$ cat src/rtl/core/ssnq_pkg.sv
// Shared types and constants of the sensor scale note quantiser.
// Scale tables, queue entry and configuration structs; no dependencies.
package ssnq_pkg;

  localparam int DIST_W  = 16;
  localparam int SCALE_W = 4;
  localparam int OCT_W   = 4;
  localparam int AMP_W   = 16;
  localparam int NOTE_W  = 8;
  localparam int ID_W    = 4;
  localparam int CFG_W   = 4;
  localparam int CIDX_W  = 2;

  // constant divider: numerator below 2^33, quotient below 2^17,
  // divisor (twice the detect range) below 2^17
  localparam int NUM_W = 34;
  localparam int QUO_W = 17;
  localparam int DIV_W = 17;
  localparam int MUL_W = 18;

  localparam int SCALE_COUNT = 11;
  localparam int SCALE_STEPS = 12;

  localparam logic [SCALE_W-1:0] SCALE_MAX   = 4'd10;
  localparam logic [OCT_W-1:0]   OCTAVE_MAX  = 4'd8;
  localparam logic [NOTE_W-1:0]  SEMIS       = 8'd12;
  localparam logic [NOTE_W-1:0]  NOTE_SHIFT  = 8'd6;
  localparam logic [DIV_W-1:0]   AMP_NUM_MUL = 17'd131070;  // 2 * 65535

  // sensor roles
  localparam int SENS_NOTE_B = 0;
  localparam int SENS_AMP_B  = 3;
  localparam int SENS_AMP_A  = 4;
  localparam int SENS_DET_X  = 5;
  localparam int SENS_NOTE_A = 6;
  localparam int SENS_DET_Y  = 7;

  // queue between front and back
  localparam int QDEPTH = 4;
  localparam int QPTR_W = 2;
  localparam int QCNT_W = 3;

  typedef enum logic [CIDX_W-1:0] {
    CFG_BASE_OCTAVE = 2'd0,
    CFG_SCALE_BOTH  = 2'd1,
    CFG_SCALE_ONE   = 2'd2,
    CFG_SCALE_NONE  = 2'd3
  } cfg_idx_t;

  localparam logic [CFG_W-1:0] RST_BASE_OCTAVE = 4'd4;
  localparam logic [CFG_W-1:0] RST_SCALE_BOTH  = 4'd1;
  localparam logic [CFG_W-1:0] RST_SCALE_ONE   = 4'd9;
  localparam logic [CFG_W-1:0] RST_SCALE_NONE  = 4'd0;

  typedef struct packed {
    logic [CFG_W-1:0] base_octave;
    logic [CFG_W-1:0] scale_both;
    logic [CFG_W-1:0] scale_one;
    logic [CFG_W-1:0] scale_none;
  } cfg_t;

  // classified item: saturated scale and inverted, clamped distances
  typedef struct packed {
    logic [SCALE_W-1:0] scale;
    logic [DIST_W-1:0]  inv_amp_a;
    logic [DIST_W-1:0]  inv_note_a;
    logic [DIST_W-1:0]  inv_amp_b;
    logic [DIST_W-1:0]  inv_note_b;
  } entry_t;

  localparam logic [3:0] SCALE_TAB [SCALE_COUNT][SCALE_STEPS] = '{
    '{4'd0, 4'd2, 4'd4, 4'd5, 4'd7, 4'd9, 4'd11, 4'd0, 4'd0, 4'd0, 4'd0, 4'd0},
    '{4'd0, 4'd2, 4'd3, 4'd5, 4'd7, 4'd8, 4'd10, 4'd0, 4'd0, 4'd0, 4'd0, 4'd0},
    '{4'd0, 4'd2, 4'd3, 4'd5, 4'd7, 4'd9, 4'd10, 4'd0, 4'd0, 4'd0, 4'd0, 4'd0},
    '{4'd0, 4'd1, 4'd3, 4'd5, 4'd7, 4'd8, 4'd10, 4'd0, 4'd0, 4'd0, 4'd0, 4'd0},
    '{4'd0, 4'd2, 4'd4, 4'd6, 4'd7, 4'd9, 4'd11, 4'd0, 4'd0, 4'd0, 4'd0, 4'd0},
    '{4'd0, 4'd2, 4'd4, 4'd5, 4'd7, 4'd9, 4'd10, 4'd0, 4'd0, 4'd0, 4'd0, 4'd0},
    '{4'd0, 4'd1, 4'd3, 4'd5, 4'd6, 4'd8, 4'd10, 4'd0, 4'd0, 4'd0, 4'd0, 4'd0},
    '{4'd0, 4'd2, 4'd4, 4'd7, 4'd9, 4'd0, 4'd0, 4'd0, 4'd0, 4'd0, 4'd0, 4'd0},
    '{4'd0, 4'd3, 4'd5, 4'd7, 4'd10, 4'd0, 4'd0, 4'd0, 4'd0, 4'd0, 4'd0, 4'd0},
    '{4'd0, 4'd3, 4'd5, 4'd6, 4'd7, 4'd10, 4'd0, 4'd0, 4'd0, 4'd0, 4'd0, 4'd0},
    '{4'd0, 4'd1, 4'd2, 4'd3, 4'd4, 4'd5, 4'd6, 4'd7, 4'd8, 4'd9, 4'd10, 4'd11}
  };

  localparam logic [3:0] SCALE_LEN [SCALE_COUNT] = '{
    4'd7, 4'd7, 4'd7, 4'd7, 4'd7, 4'd7, 4'd7, 4'd5, 4'd5, 4'd6, 4'd12
  };

endpackage

$ cat src/rtl/core/sensor_scale_note_quantizer.sv
// Sensor scale note quantiser, top level: configuration registers, front end,
// queue and back end. Depends on ssnq_pkg, ssnq_front, ssnq_queue, ssnq_back.
//
// Usage
// - Input channel (in_valid / in_stall): one distance reading per transfer,
//   tagged with its sensor number. Each transfer writes the reading into the
//   distance store and causes exactly one result transfer.
// - Result channel (out_valid / out_stall): scale index, two amplitudes and
//   two notes computed from the store as it stands after that reading.
// - Configuration (cfg_we / cfg_index / cfg_wdata): octave and three scale
//   choices; write only while no transfer is in flight.
// - Path: an input transfer passes the queue, numerator stage, three divider
//   stages and result register before its result is offered.
// - Throughput: one transfer per cycle sustained while out_stall stays low; the
//   divider lanes are fully pipelined with fixed-divisor reciprocal multiplies.
// - Stall: a stalled result freezes the back-end pipe; the front keeps taking
//   transfers until the 4-entry queue fills, then raises in_stall.
// - Reset (synchronous, rst_n low): store entries to the detect range,
//   registers to their defaults, queue and pipe empty. No clearing pass.
module sensor_scale_note_quantizer
  import ssnq_pkg::*;
#(
  parameter int SENSOR_COUNT = 16,
  parameter int DETECT_RANGE = 200
) (
  input  logic                     clk,
  input  logic                     rst_n,
  input  logic                     cfg_we,
  input  logic [CIDX_W-1:0]        cfg_index,
  input  logic [CFG_W-1:0]         cfg_wdata,
  input  logic                     in_valid,
  output logic                     in_stall,
  input  logic [ID_W-1:0]          in_sensor_id,
  input  logic [DIST_W-1:0]        in_distance,
  output logic                     out_valid,
  input  logic                     out_stall,
  output logic [SCALE_W-1:0]       out_scale_index,
  output logic [AMP_W-1:0]         out_amp_a,
  output logic signed [NOTE_W-1:0] out_note_a,
  output logic [AMP_W-1:0]         out_amp_b,
  output logic signed [NOTE_W-1:0] out_note_b
);

  cfg_t   cfg_r, cfg_nxt;
  logic   q_push, q_pop, q_full, q_empty;
  entry_t q_in, q_head;

  // configuration register file
  always_comb begin
    cfg_nxt = cfg_r;
    if (cfg_we) begin
      case (cfg_idx_t'(cfg_index))
        CFG_BASE_OCTAVE: cfg_nxt.base_octave = cfg_wdata;
        CFG_SCALE_BOTH:  cfg_nxt.scale_both  = cfg_wdata;
        CFG_SCALE_ONE:   cfg_nxt.scale_one   = cfg_wdata;
        CFG_SCALE_NONE:  cfg_nxt.scale_none  = cfg_wdata;
        default:         cfg_nxt = cfg_r;
      endcase
    end
  end

  always_ff @(posedge clk) begin
    if (!rst_n) begin
      cfg_r.base_octave <= RST_BASE_OCTAVE;
      cfg_r.scale_both  <= RST_SCALE_BOTH;
      cfg_r.scale_one   <= RST_SCALE_ONE;
      cfg_r.scale_none  <= RST_SCALE_NONE;
    end else begin
      cfg_r <= cfg_nxt;
    end
  end

  // front: store update and scale classification
  ssnq_front #(
    .SENSOR_COUNT(SENSOR_COUNT),
    .DETECT_RANGE(DETECT_RANGE)
  ) u_front (
    .clk         (clk),
    .rst_n       (rst_n),
    .in_valid    (in_valid),
    .in_sensor_id(in_sensor_id),
    .in_distance (in_distance),
    .in_stall    (in_stall),
    .cfg         (cfg_r),
    .q_full      (q_full),
    .q_push      (q_push),
    .q_entry     (q_in)
  );

  // decoupling queue
  ssnq_queue u_queue (
    .clk      (clk),
    .rst_n    (rst_n),
    .push     (q_push),
    .push_data(q_in),
    .pop      (q_pop),
    .head     (q_head),
    .full     (q_full),
    .empty    (q_empty)
  );

  // back: arithmetic pipe and result register
  ssnq_back #(
    .DETECT_RANGE(DETECT_RANGE)
  ) u_back (
    .clk            (clk),
    .rst_n          (rst_n),
    .base_octave    (cfg_r.base_octave),
    .q_empty        (q_empty),
    .q_head         (q_head),
    .q_pop          (q_pop),
    .out_valid      (out_valid),
    .out_stall      (out_stall),
    .out_scale_index(out_scale_index),
    .out_amp_a      (out_amp_a),
    .out_note_a     (out_note_a),
    .out_amp_b      (out_amp_b),
    .out_note_b     (out_note_b)
  );

  // an accepted transfer always lands in the queue
  a_accept_queued : assert property (@(posedge clk) disable iff (!rst_n)
    (in_valid && !in_stall) |=> !q_empty)
    else $error("accepted transfer missing from queue");

  // saturated scale reaches the result
  a_scale_range : assert property (@(posedge clk) disable iff (!rst_n)
    out_valid |-> (out_scale_index <= SCALE_MAX))
    else $error("scale index above chromatic");

  // octave saturation keeps both notes within -6..113
  a_note_range : assert property (@(posedge clk) disable iff (!rst_n)
    out_valid |-> ((out_note_a >= -8'sd6) && (out_note_a <= 8'sd113) &&
                   (out_note_b >= -8'sd6) && (out_note_b <= 8'sd113)))
    else $error("note out of range");

endmodule

$ cat src/rtl/core/ssnq_front.sv
// Front end: takes input transfers, updates the distance store, picks the scale
// and pushes a classified entry into the queue. Depends on ssnq_pkg.
module ssnq_front
  import ssnq_pkg::*;
#(
  parameter int SENSOR_COUNT = 16,
  parameter int DETECT_RANGE = 200
) (
  input  logic              clk,
  input  logic              rst_n,
  input  logic              in_valid,
  input  logic [ID_W-1:0]   in_sensor_id,
  input  logic [DIST_W-1:0] in_distance,
  output logic              in_stall,
  input  cfg_t              cfg,
  input  logic              q_full,
  output logic              q_push,
  output entry_t            q_entry
);

  localparam logic [DIST_W-1:0] Range = DIST_W'(DETECT_RANGE);

  logic [DIST_W-1:0]  dist_r [SENSOR_COUNT];
  logic               acc;
  logic [DIST_W-1:0]  d_amp_a, d_note_a, d_amp_b, d_note_b, d_det_x, d_det_y;
  logic               det_x, det_y;
  logic [SCALE_W-1:0] sc_raw;

  function automatic logic detects(input logic [DIST_W-1:0] d);
    return (d != '0) && (d < Range);
  endfunction

  function automatic logic [DIST_W-1:0] invert(input logic [DIST_W-1:0] d);
    return (d >= Range) ? '0 : (Range - d);
  endfunction

  assign acc      = in_valid && !q_full;
  assign in_stall = q_full;
  assign q_push   = acc;

  always_ff @(posedge clk) begin
    for (int k = 0; k < SENSOR_COUNT; k++) begin
      if (!rst_n) begin
        dist_r[k] <= Range;
      end else if (acc && (8'(in_sensor_id) == 8'(k))) begin
        dist_r[k] <= in_distance;
      end
    end
  end

  // store contents as seen after this transfer's write
  assign d_amp_a  = (acc && in_sensor_id == ID_W'(SENS_AMP_A))  ? in_distance : dist_r[SENS_AMP_A];
  assign d_note_a = (acc && in_sensor_id == ID_W'(SENS_NOTE_A)) ? in_distance : dist_r[SENS_NOTE_A];
  assign d_amp_b  = (acc && in_sensor_id == ID_W'(SENS_AMP_B))  ? in_distance : dist_r[SENS_AMP_B];
  assign d_note_b = (acc && in_sensor_id == ID_W'(SENS_NOTE_B)) ? in_distance : dist_r[SENS_NOTE_B];
  assign d_det_x  = (acc && in_sensor_id == ID_W'(SENS_DET_X))  ? in_distance : dist_r[SENS_DET_X];
  assign d_det_y  = (acc && in_sensor_id == ID_W'(SENS_DET_Y))  ? in_distance : dist_r[SENS_DET_Y];

  assign det_x = detects(d_det_x);
  assign det_y = detects(d_det_y);

  always_comb begin
    if (det_x && det_y) begin
      sc_raw = cfg.scale_both;
    end else if (det_x || det_y) begin
      sc_raw = cfg.scale_one;
    end else begin
      sc_raw = cfg.scale_none;
    end
  end

  always_comb begin
    q_entry.scale      = (sc_raw > SCALE_MAX) ? SCALE_MAX : sc_raw;
    q_entry.inv_amp_a  = invert(d_amp_a);
    q_entry.inv_note_a = invert(d_note_a);
    q_entry.inv_amp_b  = invert(d_amp_b);
    q_entry.inv_note_b = invert(d_note_b);
  end

endmodule

$ cat src/rtl/core/ssnq_queue.sv
// Short FIFO of classified entries between front and back ends.
// Depends on ssnq_pkg.
module ssnq_queue
  import ssnq_pkg::*;
(
  input  logic   clk,
  input  logic   rst_n,
  input  logic   push,
  input  entry_t push_data,
  input  logic   pop,
  output entry_t head,
  output logic   full,
  output logic   empty
);

  entry_t            mem_r [QDEPTH];
  logic [QPTR_W-1:0] wr_ptr_r, rd_ptr_r;
  logic [QCNT_W-1:0] cnt_r, cnt_nxt;
  logic              do_pop;

  assign full   = (cnt_r == QCNT_W'(QDEPTH));
  assign empty  = (cnt_r == '0);
  assign do_pop = pop && !empty;
  assign head   = mem_r[rd_ptr_r];

  always_comb begin
    cnt_nxt = cnt_r;
    if (push && !do_pop) begin
      cnt_nxt = cnt_r + 1'b1;
    end else if (do_pop && !push) begin
      cnt_nxt = cnt_r - 1'b1;
    end
  end

  always_ff @(posedge clk) begin
    if (!rst_n) begin
      wr_ptr_r <= '0;
      rd_ptr_r <= '0;
      cnt_r    <= '0;
    end else begin
      cnt_r <= cnt_nxt;
      if (push) begin
        wr_ptr_r <= wr_ptr_r + 1'b1;
      end
      if (do_pop) begin
        rd_ptr_r <= rd_ptr_r + 1'b1;
      end
    end
  end

  always_ff @(posedge clk) begin
    if (push) begin
      mem_r[wr_ptr_r] <= push_data;
    end
  end

endmodule

$ cat src/rtl/core/ssnq_cdiv.sv
// Three-stage divider by a fixed divisor: reciprocal multiply, back-multiply,
// one-step correction. Depends on ssnq_pkg.
module ssnq_cdiv
  import ssnq_pkg::*;
#(
  parameter int DIVISOR = 400
) (
  input  logic             clk,
  input  logic             en,
  input  logic [NUM_W-1:0] num,
  output logic [QUO_W-1:0] quo
);

  localparam int DivBits = $clog2(DIVISOR);
  localparam int Shift   = QUO_W + DivBits;
  localparam int ProdW   = NUM_W + MUL_W;
  localparam longint unsigned RecipFull = (64'd1 << Shift) / 64'(DIVISOR);
  localparam logic [MUL_W-1:0] Recip = MUL_W'(RecipFull);
  localparam logic [NUM_W-1:0] Dvs   = NUM_W'(DIVISOR);

  logic [ProdW-1:0] prod_r;
  logic [NUM_W-1:0] num1_r, num2_r, back_r, rem;
  logic [QUO_W-1:0] est, est_r, quo_r;

  // estimate is the true quotient or one below it
  assign est = QUO_W'(prod_r >> Shift);
  assign rem = num2_r - back_r;

  always_ff @(posedge clk) begin
    if (en) begin
      prod_r <= ProdW'(num) * ProdW'(Recip);
      num1_r <= num;
      est_r  <= est;
      back_r <= NUM_W'(est) * Dvs;
      num2_r <= num1_r;
      quo_r  <= est_r + QUO_W'(rem >= Dvs);
    end
  end

  assign quo = quo_r;

endmodule

$ cat src/rtl/core/ssnq_back.sv
// Back end: pops classified entries, forms rounded amplitudes and scale notes in
// four divider lanes and holds the result register. Depends on ssnq_pkg, ssnq_cdiv.
module ssnq_back
  import ssnq_pkg::*;
#(
  parameter int DETECT_RANGE = 200
) (
  input  logic                     clk,
  input  logic                     rst_n,
  input  logic [OCT_W-1:0]         base_octave,
  input  logic                     q_empty,
  input  entry_t                   q_head,
  output logic                     q_pop,
  output logic                     out_valid,
  input  logic                     out_stall,
  output logic [SCALE_W-1:0]       out_scale_index,
  output logic [AMP_W-1:0]         out_amp_a,
  output logic signed [NOTE_W-1:0] out_note_a,
  output logic [AMP_W-1:0]         out_amp_b,
  output logic signed [NOTE_W-1:0] out_note_b
);

  localparam int Divisor = 2 * DETECT_RANGE;
  localparam logic [NUM_W-1:0] Half = NUM_W'(DETECT_RANGE);
  localparam int LANE_AMP_A  = 0;
  localparam int LANE_NOTE_A = 1;
  localparam int LANE_AMP_B  = 2;
  localparam int LANE_NOTE_B = 3;

  logic                 adv;
  logic                 s0_vld_r, d1_vld_r, d2_vld_r, d3_vld_r, out_valid_r;
  logic [SCALE_W-1:0]   s0_sc_r, d1_sc_r, d2_sc_r, d3_sc_r;
  logic [NUM_W-1:0]     num_r [4];
  logic [QUO_W-1:0]     quo [4];
  logic [3:0]           head_len;
  logic [NUM_W-1:0]     note_mul;
  logic [SCALE_W-1:0]   sc_out_r;
  logic [AMP_W-1:0]     amp_a_r, amp_b_r;
  logic [NOTE_W-1:0]    note_a_r, note_b_r, note_a_nxt, note_b_nxt;

  function automatic logic [NOTE_W-1:0] note_of(
    input logic [SCALE_W-1:0] sc,
    input logic [QUO_W-1:0]   q,
    input logic [OCT_W-1:0]   oct
  );
    logic [3:0]        len;
    logic [4:0]        steps, idx, rel, off;
    logic [OCT_W-1:0]  octs;
    len   = SCALE_LEN[sc];
    steps = {len, 1'b0};
    if (q >= QUO_W'(steps)) begin
      idx = steps - 5'd1;
    end else begin
      idx = q[4:0];
    end
    rel = idx - {1'b0, len};
    if (idx < {1'b0, len}) begin
      off = {1'b0, SCALE_TAB[sc][idx[3:0]]};
    end else begin
      off = 5'd12 + {1'b0, SCALE_TAB[sc][rel[3:0]]};
    end
    octs = (oct > OCTAVE_MAX) ? OCTAVE_MAX : oct;
    return NOTE_W'(octs) * SEMIS + NOTE_W'(off) - NOTE_SHIFT;
  endfunction

  // whole pipe moves while the result register is free or being taken
  assign adv   = !out_valid_r || !out_stall;
  assign q_pop = adv && !q_empty;

  assign head_len = SCALE_LEN[q_head.scale];
  assign note_mul = NUM_W'({head_len, 2'b00});

  always_ff @(posedge clk) begin
    if (!rst_n) begin
      s0_vld_r    <= 1'b0;
      d1_vld_r    <= 1'b0;
      d2_vld_r    <= 1'b0;
      d3_vld_r    <= 1'b0;
      out_valid_r <= 1'b0;
    end else if (adv) begin
      s0_vld_r    <= !q_empty;
      d1_vld_r    <= s0_vld_r;
      d2_vld_r    <= d1_vld_r;
      d3_vld_r    <= d2_vld_r;
      out_valid_r <= d3_vld_r;
    end
  end

  always_ff @(posedge clk) begin
    if (adv) begin
      s0_sc_r <= q_head.scale;
      d1_sc_r <= s0_sc_r;
      d2_sc_r <= d1_sc_r;
      d3_sc_r <= d2_sc_r;
      num_r[LANE_AMP_A]  <= NUM_W'(q_head.inv_amp_a) * NUM_W'(AMP_NUM_MUL) + Half;
      num_r[LANE_NOTE_A] <= NUM_W'(q_head.inv_note_a) * note_mul + Half;
      num_r[LANE_AMP_B]  <= NUM_W'(q_head.inv_amp_b) * NUM_W'(AMP_NUM_MUL) + Half;
      num_r[LANE_NOTE_B] <= NUM_W'(q_head.inv_note_b) * note_mul + Half;
      sc_out_r <= d3_sc_r;
      amp_a_r  <= quo[LANE_AMP_A][AMP_W-1:0];
      amp_b_r  <= quo[LANE_AMP_B][AMP_W-1:0];
      note_a_r <= note_a_nxt;
      note_b_r <= note_b_nxt;
    end
  end

  for (genvar g = 0; g < 4; g++) begin : g_lane
    ssnq_cdiv #(
      .DIVISOR(Divisor)
    ) u_div (
      .clk(clk),
      .en (adv),
      .num(num_r[g]),
      .quo(quo[g])
    );
  end

  assign note_a_nxt = note_of(d3_sc_r, quo[LANE_NOTE_A], base_octave);
  assign note_b_nxt = note_of(d3_sc_r, quo[LANE_NOTE_B], base_octave);

  assign out_valid       = out_valid_r;
  assign out_scale_index = sc_out_r;
  assign out_amp_a       = amp_a_r;
  assign out_amp_b       = amp_b_r;
  assign out_note_a      = $signed(note_a_r);
  assign out_note_b      = $signed(note_b_r);

endmodule

$ cat config.mk
export PLATFORM = sky130hd
export DESIGN_NAME = sensor_scale_note_quantizer
export DESIGN_NICKNAME = d
export VERILOG_FILES = /design/src/rtl/core/ssnq_pkg.sv /design/src/rtl/core/sensor_scale_note_quantizer.sv /design/src/rtl/core/ssnq_front.sv /design/src/rtl/core/ssnq_queue.sv /design/src/rtl/core/ssnq_cdiv.sv /design/src/rtl/core/ssnq_back.sv
export SDC_FILE = /design/constraint.sdc
export NUM_CORES = 2
export LEC_CHECK = 0
export ABC_CLOCK_PERIOD_IN_PS = 48700
export BUFFER_PORTS_ARGS = -buffer_cell sky130_fd_sc_hd__buf_2
export CAP_MARGIN = 20
export CORE_MARGIN = 10
export CORE_UTILIZATION = 35
export DETAILED_ROUTE_END_ITERATION = 8
export RECOVER_POWER = 50
export SLEW_MARGIN = 20
export SYNTH_ARGS = -nofsm -noshare
export SYNTH_HDL_FRONTEND = slang
export SYNTH_SLANG_ARGS = --single-unit
$ cat constraint.sdc
create_clock -name clk -period 48.7 [get_ports clk]
set_input_delay 7.305 -clock clk [delete_from_list [all_inputs] [get_ports clk]]
set_output_delay 7.305 -clock clk [all_outputs]
set_load 0.03 [all_outputs]
# Word-level counts from Yosys, hierarchy flattened
# Memories as Yosys holds them, arrays and structs flattened. A register that Yosys moved wholly into a read port is not among the register bits.
# Cells that the tools add are included.
dict set report totals {
  mem_count 6
  reg_bits 752
  output_inout_bits 54
  mem_bits_ro 896
  ram_bits 664
}
dict set report classes {
  reduce_logical 42
  magnitude_cmp 22
  mul 13
  bitwise 22
  addsub 29
  eq_ne 19
  muxes 109
}
# memory depth width rd rd_clocked_by_memory_dff write_ports line
set mem_list {}
lappend mem_list {{(no name shown)} 16 48 1 0 0 ssnq_back.sv:58} ;# off = {1'b0, SCALE_TAB[sc][idx[3:0]]};
lappend mem_list {u_queue.mem_r 4 68 1 1 1 ssnq_queue.sv:16} ;# entry_t mem_r [QDEPTH];
lappend mem_list {u_front.dist_r 16 16 6 0 16 ssnq_front.sv:23} ;# logic [DIST_W-1:0] dist_r [SENSOR_COUNT];
lappend mem_list {u_back.num_r 4 34 4 0 4 ssnq_back.sv:33} ;# logic [NUM_W-1:0] num_r [4];
lappend mem_list {{(no name shown)} 16 4 1 0 0 ssnq_back.sv:70} ;# assign head_len = SCALE_LEN[q_head.scale];
lappend mem_list {{(no name shown)} 16 4 1 0 0 ssnq_back.sv:49} ;# len = SCALE_LEN[sc];
# cell n
set op_table {}
lappend op_table {{$mux W16} 26}
lappend op_table {{$mul A34 B16 Y41 const B} 4}
lappend op_table {{$ge A34 B9 Y1 const B} 4}
lappend op_table {{$sub A34 B26 Y34} 4}
lappend op_table {{$mux W48} 2}
lappend op_table {{$mul A17 B5 Y22 const B} 4}
lappend op_table {{$add A33 B8 Y34 const B} 2}
lappend op_table {{$add A34 B8 Y34 const B} 2}
lappend op_table {{$bmux W4 S4} 4}
lappend op_table {{$ge A16 B8 Y1 const B} 4}
lappend op_table {{$mul A16 B16 Y32 const B} 2}
lappend op_table {{$mux W4} 16}
lappend op_table {{$sub A8 B16 Y16 const A} 4}
lappend op_table {{$mux W1} 53}
lappend op_table {{$mul A16 B4 Y20} 2}
lappend op_table {{$add A17 B1 Y17} 2}
lappend op_table {{$ge A17 B5 Y1} 2}
lappend op_table {{$add A16 B1 Y16} 2}
lappend op_table {{$eq A4 B4 Y1 const B} 8}
lappend op_table {{$lt A16 B8 Y1 const B} 2}
lappend op_table {{$reduce_bool A16 Y1} 2}
lappend op_table {{$ge A5 B5 Y1 const B} 6}
lappend op_table {{$not A4 Y5} 6}
lappend op_table {{$logic_and A1 B1 Y1} 24}
lappend op_table {{other kinds (28)} 69}

# Longest topological paths before layout
dict set report depth {
  ltp_word 15
  depth_mapped 33
  depth_no_buf 30
}

# Cells and area by module
# A second synthesis with hierarchy kept.
dict set report unflattened {
  hier_cells 9848
  area_unflattened_um2 108584.1
}
# mod area_per_inst_um2 cells_per_inst instances
set modules_own_cells {}
lappend modules_own_cells {ssnq_back 24268.3 2399 1}
lappend modules_own_cells {{ssnq_cdiv (u_back.g_lane[0].u_div)} 17095.1 1648 1}
lappend modules_own_cells {{ssnq_cdiv (u_back.g_lane[2].u_div)} 16953.8 1622 1}
lappend modules_own_cells {{ssnq_cdiv (u_back.g_lane[3].u_div)} 16940.0 1612 1}
lappend modules_own_cells {{ssnq_cdiv (u_back.g_lane[1].u_div)} 16871.2 1600 1}
lappend modules_own_cells {ssnq_queue 10289.9 399 1}
lappend modules_own_cells {ssnq_front 5522.8 506 1}
lappend modules_own_cells {sensor_scale_note_quantizer 643.1 62 1}

# Worst setup path before layout
# Ideal clock, no wire load.
dict set report synth_timing {
  kind {input port to flip-flop}
  startpoint {in out_stall}
  endpoint {reg u_queue.cnt_r[2]}
  arrival_ps 24923
  path_buffers 0
  path_slack_ps 23707
  stages 8
  t_required_ps 48630
  setup_time_ps 70
  path_cell_list {nand2_1 -> o31ai_1 -> ha_1 -> inv_1 -> fa_1 -> xor2_1 -> or3_1 -> a21oi_1}
}
dict set report synth_between {
  elab_chain_len 7
}
# item line
set synth_lines {}
lappend synth_lines {{start: declaration} sensor_scale_note_quantizer.sv:36} ;# input logic out_stall,
lappend synth_lines {{$logic_not A1 Y1 (*)} ssnq_back.sv:67} ;# assign adv = !out_valid_r || !out_stall;
lappend synth_lines {{$logic_or A1 B1 Y1 (*)} ssnq_back.sv:67}
lappend synth_lines {{$logic_and A1 B1 Y1 (*)} ssnq_back.sv:68} ;# assign q_pop = adv && !q_empty;
lappend synth_lines {{$logic_and A1 B1 Y1 (*)} ssnq_queue.sv:23} ;# assign do_pop = pop && !empty;
lappend synth_lines {{$logic_not A1 Y1} ssnq_queue.sv:28} ;# if (push && !do_pop) begin
lappend synth_lines {{$logic_and A1 B1 Y1} ssnq_queue.sv:28}
lappend synth_lines {{$mux W3 / $reduce_bool A2 Y1 (equally long branches)} -}
lappend synth_lines {{end signal: assignment} ssnq_queue.sv:41} ;# cnt_r <= cnt_nxt;
lappend synth_lines {{end: declaration} ssnq_queue.sv:18} ;# logic [QCNT_W-1:0] cnt_r, cnt_nxt;
# Every way passes the cells marked *; elsewhere a longest branch is shown, timed or not.
# A chain may end at the register's enable or synchronous reset.

# Final worst setup path
dict set report layout_timing {
  startpoint {in out_stall}
  endpoint {reg u_back.g_lane[1].u_div.quo_r[2], enable pin}
}
dict set report layout_between {
  elab_chain_len 2
}
# item line
set layout_lines {}
lappend layout_lines {{$logic_not A1 Y1} ssnq_back.sv:67}
lappend layout_lines {{$logic_or A1 B1 Y1} ssnq_back.sv:67}
lappend layout_lines {{end signal: assignment} ssnq_cdiv.sv:36} ;# quo_r <= est_r + QUO_W'(rem >= Dvs);
lappend layout_lines {{end: declaration} ssnq_cdiv.sv:23} ;# logic [QUO_W-1:0] est, est_r, quo_r;
# No other way between the ends.

==> reports/results.txt <==
status = finished, violations left
worst skew pair latency = 770 ps
Final Net Count = 10972
Worst EP required = 49030 ps
Tmin final = 13420 ps
EDFF count, synth = 1016
post-route antenna net violation count = 0
Final Hold Vio Count = 0
final slew viol count = 376
total wirelength of the detailed-routed design = 207000 um
Yosys top cell area share = 31.7%
Root Driver = clkbuf_16
initial antenna violation count = 5
CORE AREA = 0.274 mm^2
Placement Rows = 192
top cells by count, synth = 1676 x inv_1, 1333 x ha_1, 1080 x fa_1
crit path max fanout = 73
Global Route met3 Usage = 1.50%
async set-or-reset flop fraction in the synthesized netlist = 0%
# resized after CTS = 0
number of buffers inserted during clock tree synthesis = 111
syn avg cell area = 11.6 um^2
share of cells above drive strength 1 = 4.62%
capturing element type of the critical path = register
fraction of the yosys area taken by sequential cells = 32.3%
count of port buffers added during placement = 84
Detail Placement HPWL = 167000 um
internal reg-to-reg setup slack = 35990 ps
worst min-delay path category = register to register
Buf/Inv on CP = 5
headroom to the max-slew limit = -107%
horizontal die dimension = 544 um
largest net degree at the start of global routing = 78
total clock sinks = 1046
top area cells in the synthesized netlist = edfxtp_1 32%, fa_1 22%, ha_1 17%, inv_1 6.5%, xnor2_1 2.5%
portion of the clock cycle consumed by the worst path in the final layout = 27.6%
leading area contributor after synthesis = edfxtp_1
number of search-and-repair iterations in the first detailed-routing pass = 7
routability congestion estimate = 0.867
unrepaired setup endpoints after global routing = false
initial drt markers = 3407
cell-by-cell listing of the critical path = clkbuf_1 -> nand2_1 -> clkbuf_1 -> buf_4 -> buf_4 -> buf_4
Critical Path Slowest Stage Cell = clkbuf_1
y dimension of the die = 544 um
remaining global-route overflow = 0
number of buffers inserted by hold repair at cts = 0
routed via count = 59444
clock-pin slew reported for the worst setup and hold paths after clock tree synthesis = 60 ps
area enclosed by the die boundary = 0.296 mm^2
number of distinct library cells after synthesis = 90
failing checks = capacitance limit, slew limit
CTS HTree Levels = 3
number of instances in the synthesized netlist = 8290
global-route met1 utilization = 18.7%
Final Skew = 73.8 ps
Highest Clock Rate = 0.0745 GHz
Storage cell area = 0.0311 mm^2
fill count = 25995
global routing met2 resource utilization = 24.2%
Starting Density = 35.2%
number of placed I/O pins = 85
multi-input logic area = 0.0588 mm^2
Setup crit start kind = input port
DRC violation count after routing = 0
dominant delay contributor by cell family on the critical path = buffers and inverters
number of synthesized register bits = 1046
slew at the pin closest to its max-slew limit = 3110 ps
class of the most critical setup path = input port to register
Sum Neg Setup Slack = 0 ps
Post-CTS Setup Inserts = 0
wire length per cell after detailed routing = 17.0 um
maximum clock insertion buffer count = 3
Post-synth top flop = edfxtp_1
number of vias per cell = 4.87
setup violation total in the final timing report = 0
relative area change from synthesis to final layout = 9.15%
clock tree from TritonCTS = built
vias in the first global route = 63363
routing layer with the top usage in global route = met2
most repeated cell in the gate-level netlist after synthesis = inv_1
area of the mapped netlist = 0.0962 mm^2
number of warnings issued by yosys = 0
worst path arrival time = 13750 ps
Crit path top cell by count = buf_4
total routing usage reported by global routing = 14.1%
crit-path max cell delay = 2290 ps
global-route wire length before repair = 339000 um
number of max-cap violations = 8
[layout make-up]
type | count | share of cell area [%]
Multi-Input combinational cell | 5581 | 56.0
Sequential cell | 1046 | 29.6
Inverter | 1677 | 5.99
Tap cell | 3589 | 4.28
Clock buffer | 128 | 2.75
Clock inverter | 81 | 0.768
Timing Repair Buffer | 111 | 0.548
Antenna cell | 4 | 0.00953
[layout by cell type (no fill, tap or decap), types with 48 or more instances in the layout]
cell type and n:
mux4_2 66, mux2i_1 74, inv_1 1677, and3_1 120, and2_1 56, a21oi_1 270, clkbuf_16 112, xor2_1 139
edfxtp_1 1016, nor2b_1 64, nand2_1 336, ha_1 1333, nand2b_1 52, nor3_1 102, a21o_1 99, fa_1 1080
xnor2_1 277, nand3_1 126, o21ai_0 213, nand4_1 58, conb_1 128, buf_2 67, nor2_1 296, o21a_1 48
[logic make-up after synthesis]
group / share of synthesized area [%]
AO/OA/AOI/OAI: 7.05
adder cells (fa/ha/maj): 39.8
AND/OR/NAND/NOR: 7.58
other: 0.00390
buffers and inverters: 7.01
XOR/XNOR: 3.79
flip-flops: 32.3
multiplexers: 2.43
[path summary, 6_finish.rpt]
check / start / endpoint / depth (start not counted)
worst max-delay path: out_stall / u_back.g_lane[1].u_div.quo[2] / 6
worst min register to register: u_back.g_lane[3].u_div.num1_r[5] / u_back.g_lane[3].u_div.num2_r[5] / 0
worst min-delay path: u_back.g_lane[3].u_div.num1_r[5] / u_back.g_lane[3].u_div.num2_r[5] / 0
worst max register to register: register / u_back.num_r[2][33] / 23
[stage by stage]
step                      utilization, %  hold WS (ps)  cell area (um^2)  setup slack [ps]  instances
after CTS                           38.4           355            105000             37870      12213
after detailed placement            37.1           405            101000             37080      12004
final                               38.4           365            105000             35280      12217
after global placement              37.1           402            101000             37180      12004
after global routing                38.4           364            105000             34390      12216
after floorplan                        -           400             96700             23710       8417
[layer usage]
metal | routed length (um) | vias up
met2 | 101000 | 1014
met5 | 13 | -
met4 | 6390 | 2
li1 | - | 28557
met1 | 92700 | 29594
met3 | 7610 | 277
[state kept, by name, indices dropped and copies added (netlist names), 8 cells and up, named ones only]
| name | count |
|---|---|
| u_back.g_lane.u_div.num2_r | 98 |
| u_back.g_lane.u_div.quo | 66 |
| u_back.g_lane.u_div.est_r | 66 |
| u_back.g_lane.u_div.num1_r | 98 |
| u_back.out_amp_b | 16 |
| u_queue.mem_r | 272 |
| u_back.out_note_a | 8 |
| u_back.num_r | 108 |
| u_back.out_amp_a | 16 |
| u_front.dist_r | 96 |
| u_back.g_lane.u_div.prod_r | 68 |
| u_back.g_lane.u_div.back_r | 76 |
| cfg_r | 16 |
| u_back.out_note_b | 8 |
[worst reg2reg max path, stage by stage (launching register included)]
cell and delay (ps):
dfxtp_1 2180, clkbuf_1 2290, o21ai_0 860, fa_1 810, xnor2_1 220, ha_1 260, or2_2 330, fa_1 570
fa_1 440, fa_1 490, inv_1 50, fa_1 470, inv_1 40, ha_1 410, a211oi_1 280, nor2_1 120
or2_2 310, a2111oi_0 430, o21bai_1 140, xor2_1 320, nor4bb_1 630, nand4_1 250, nor3b_1 330, nor3b_1 220
Power is not shown: default switching activity piles up to over one toggle a cycle in this logic, so the estimate is an artifact.
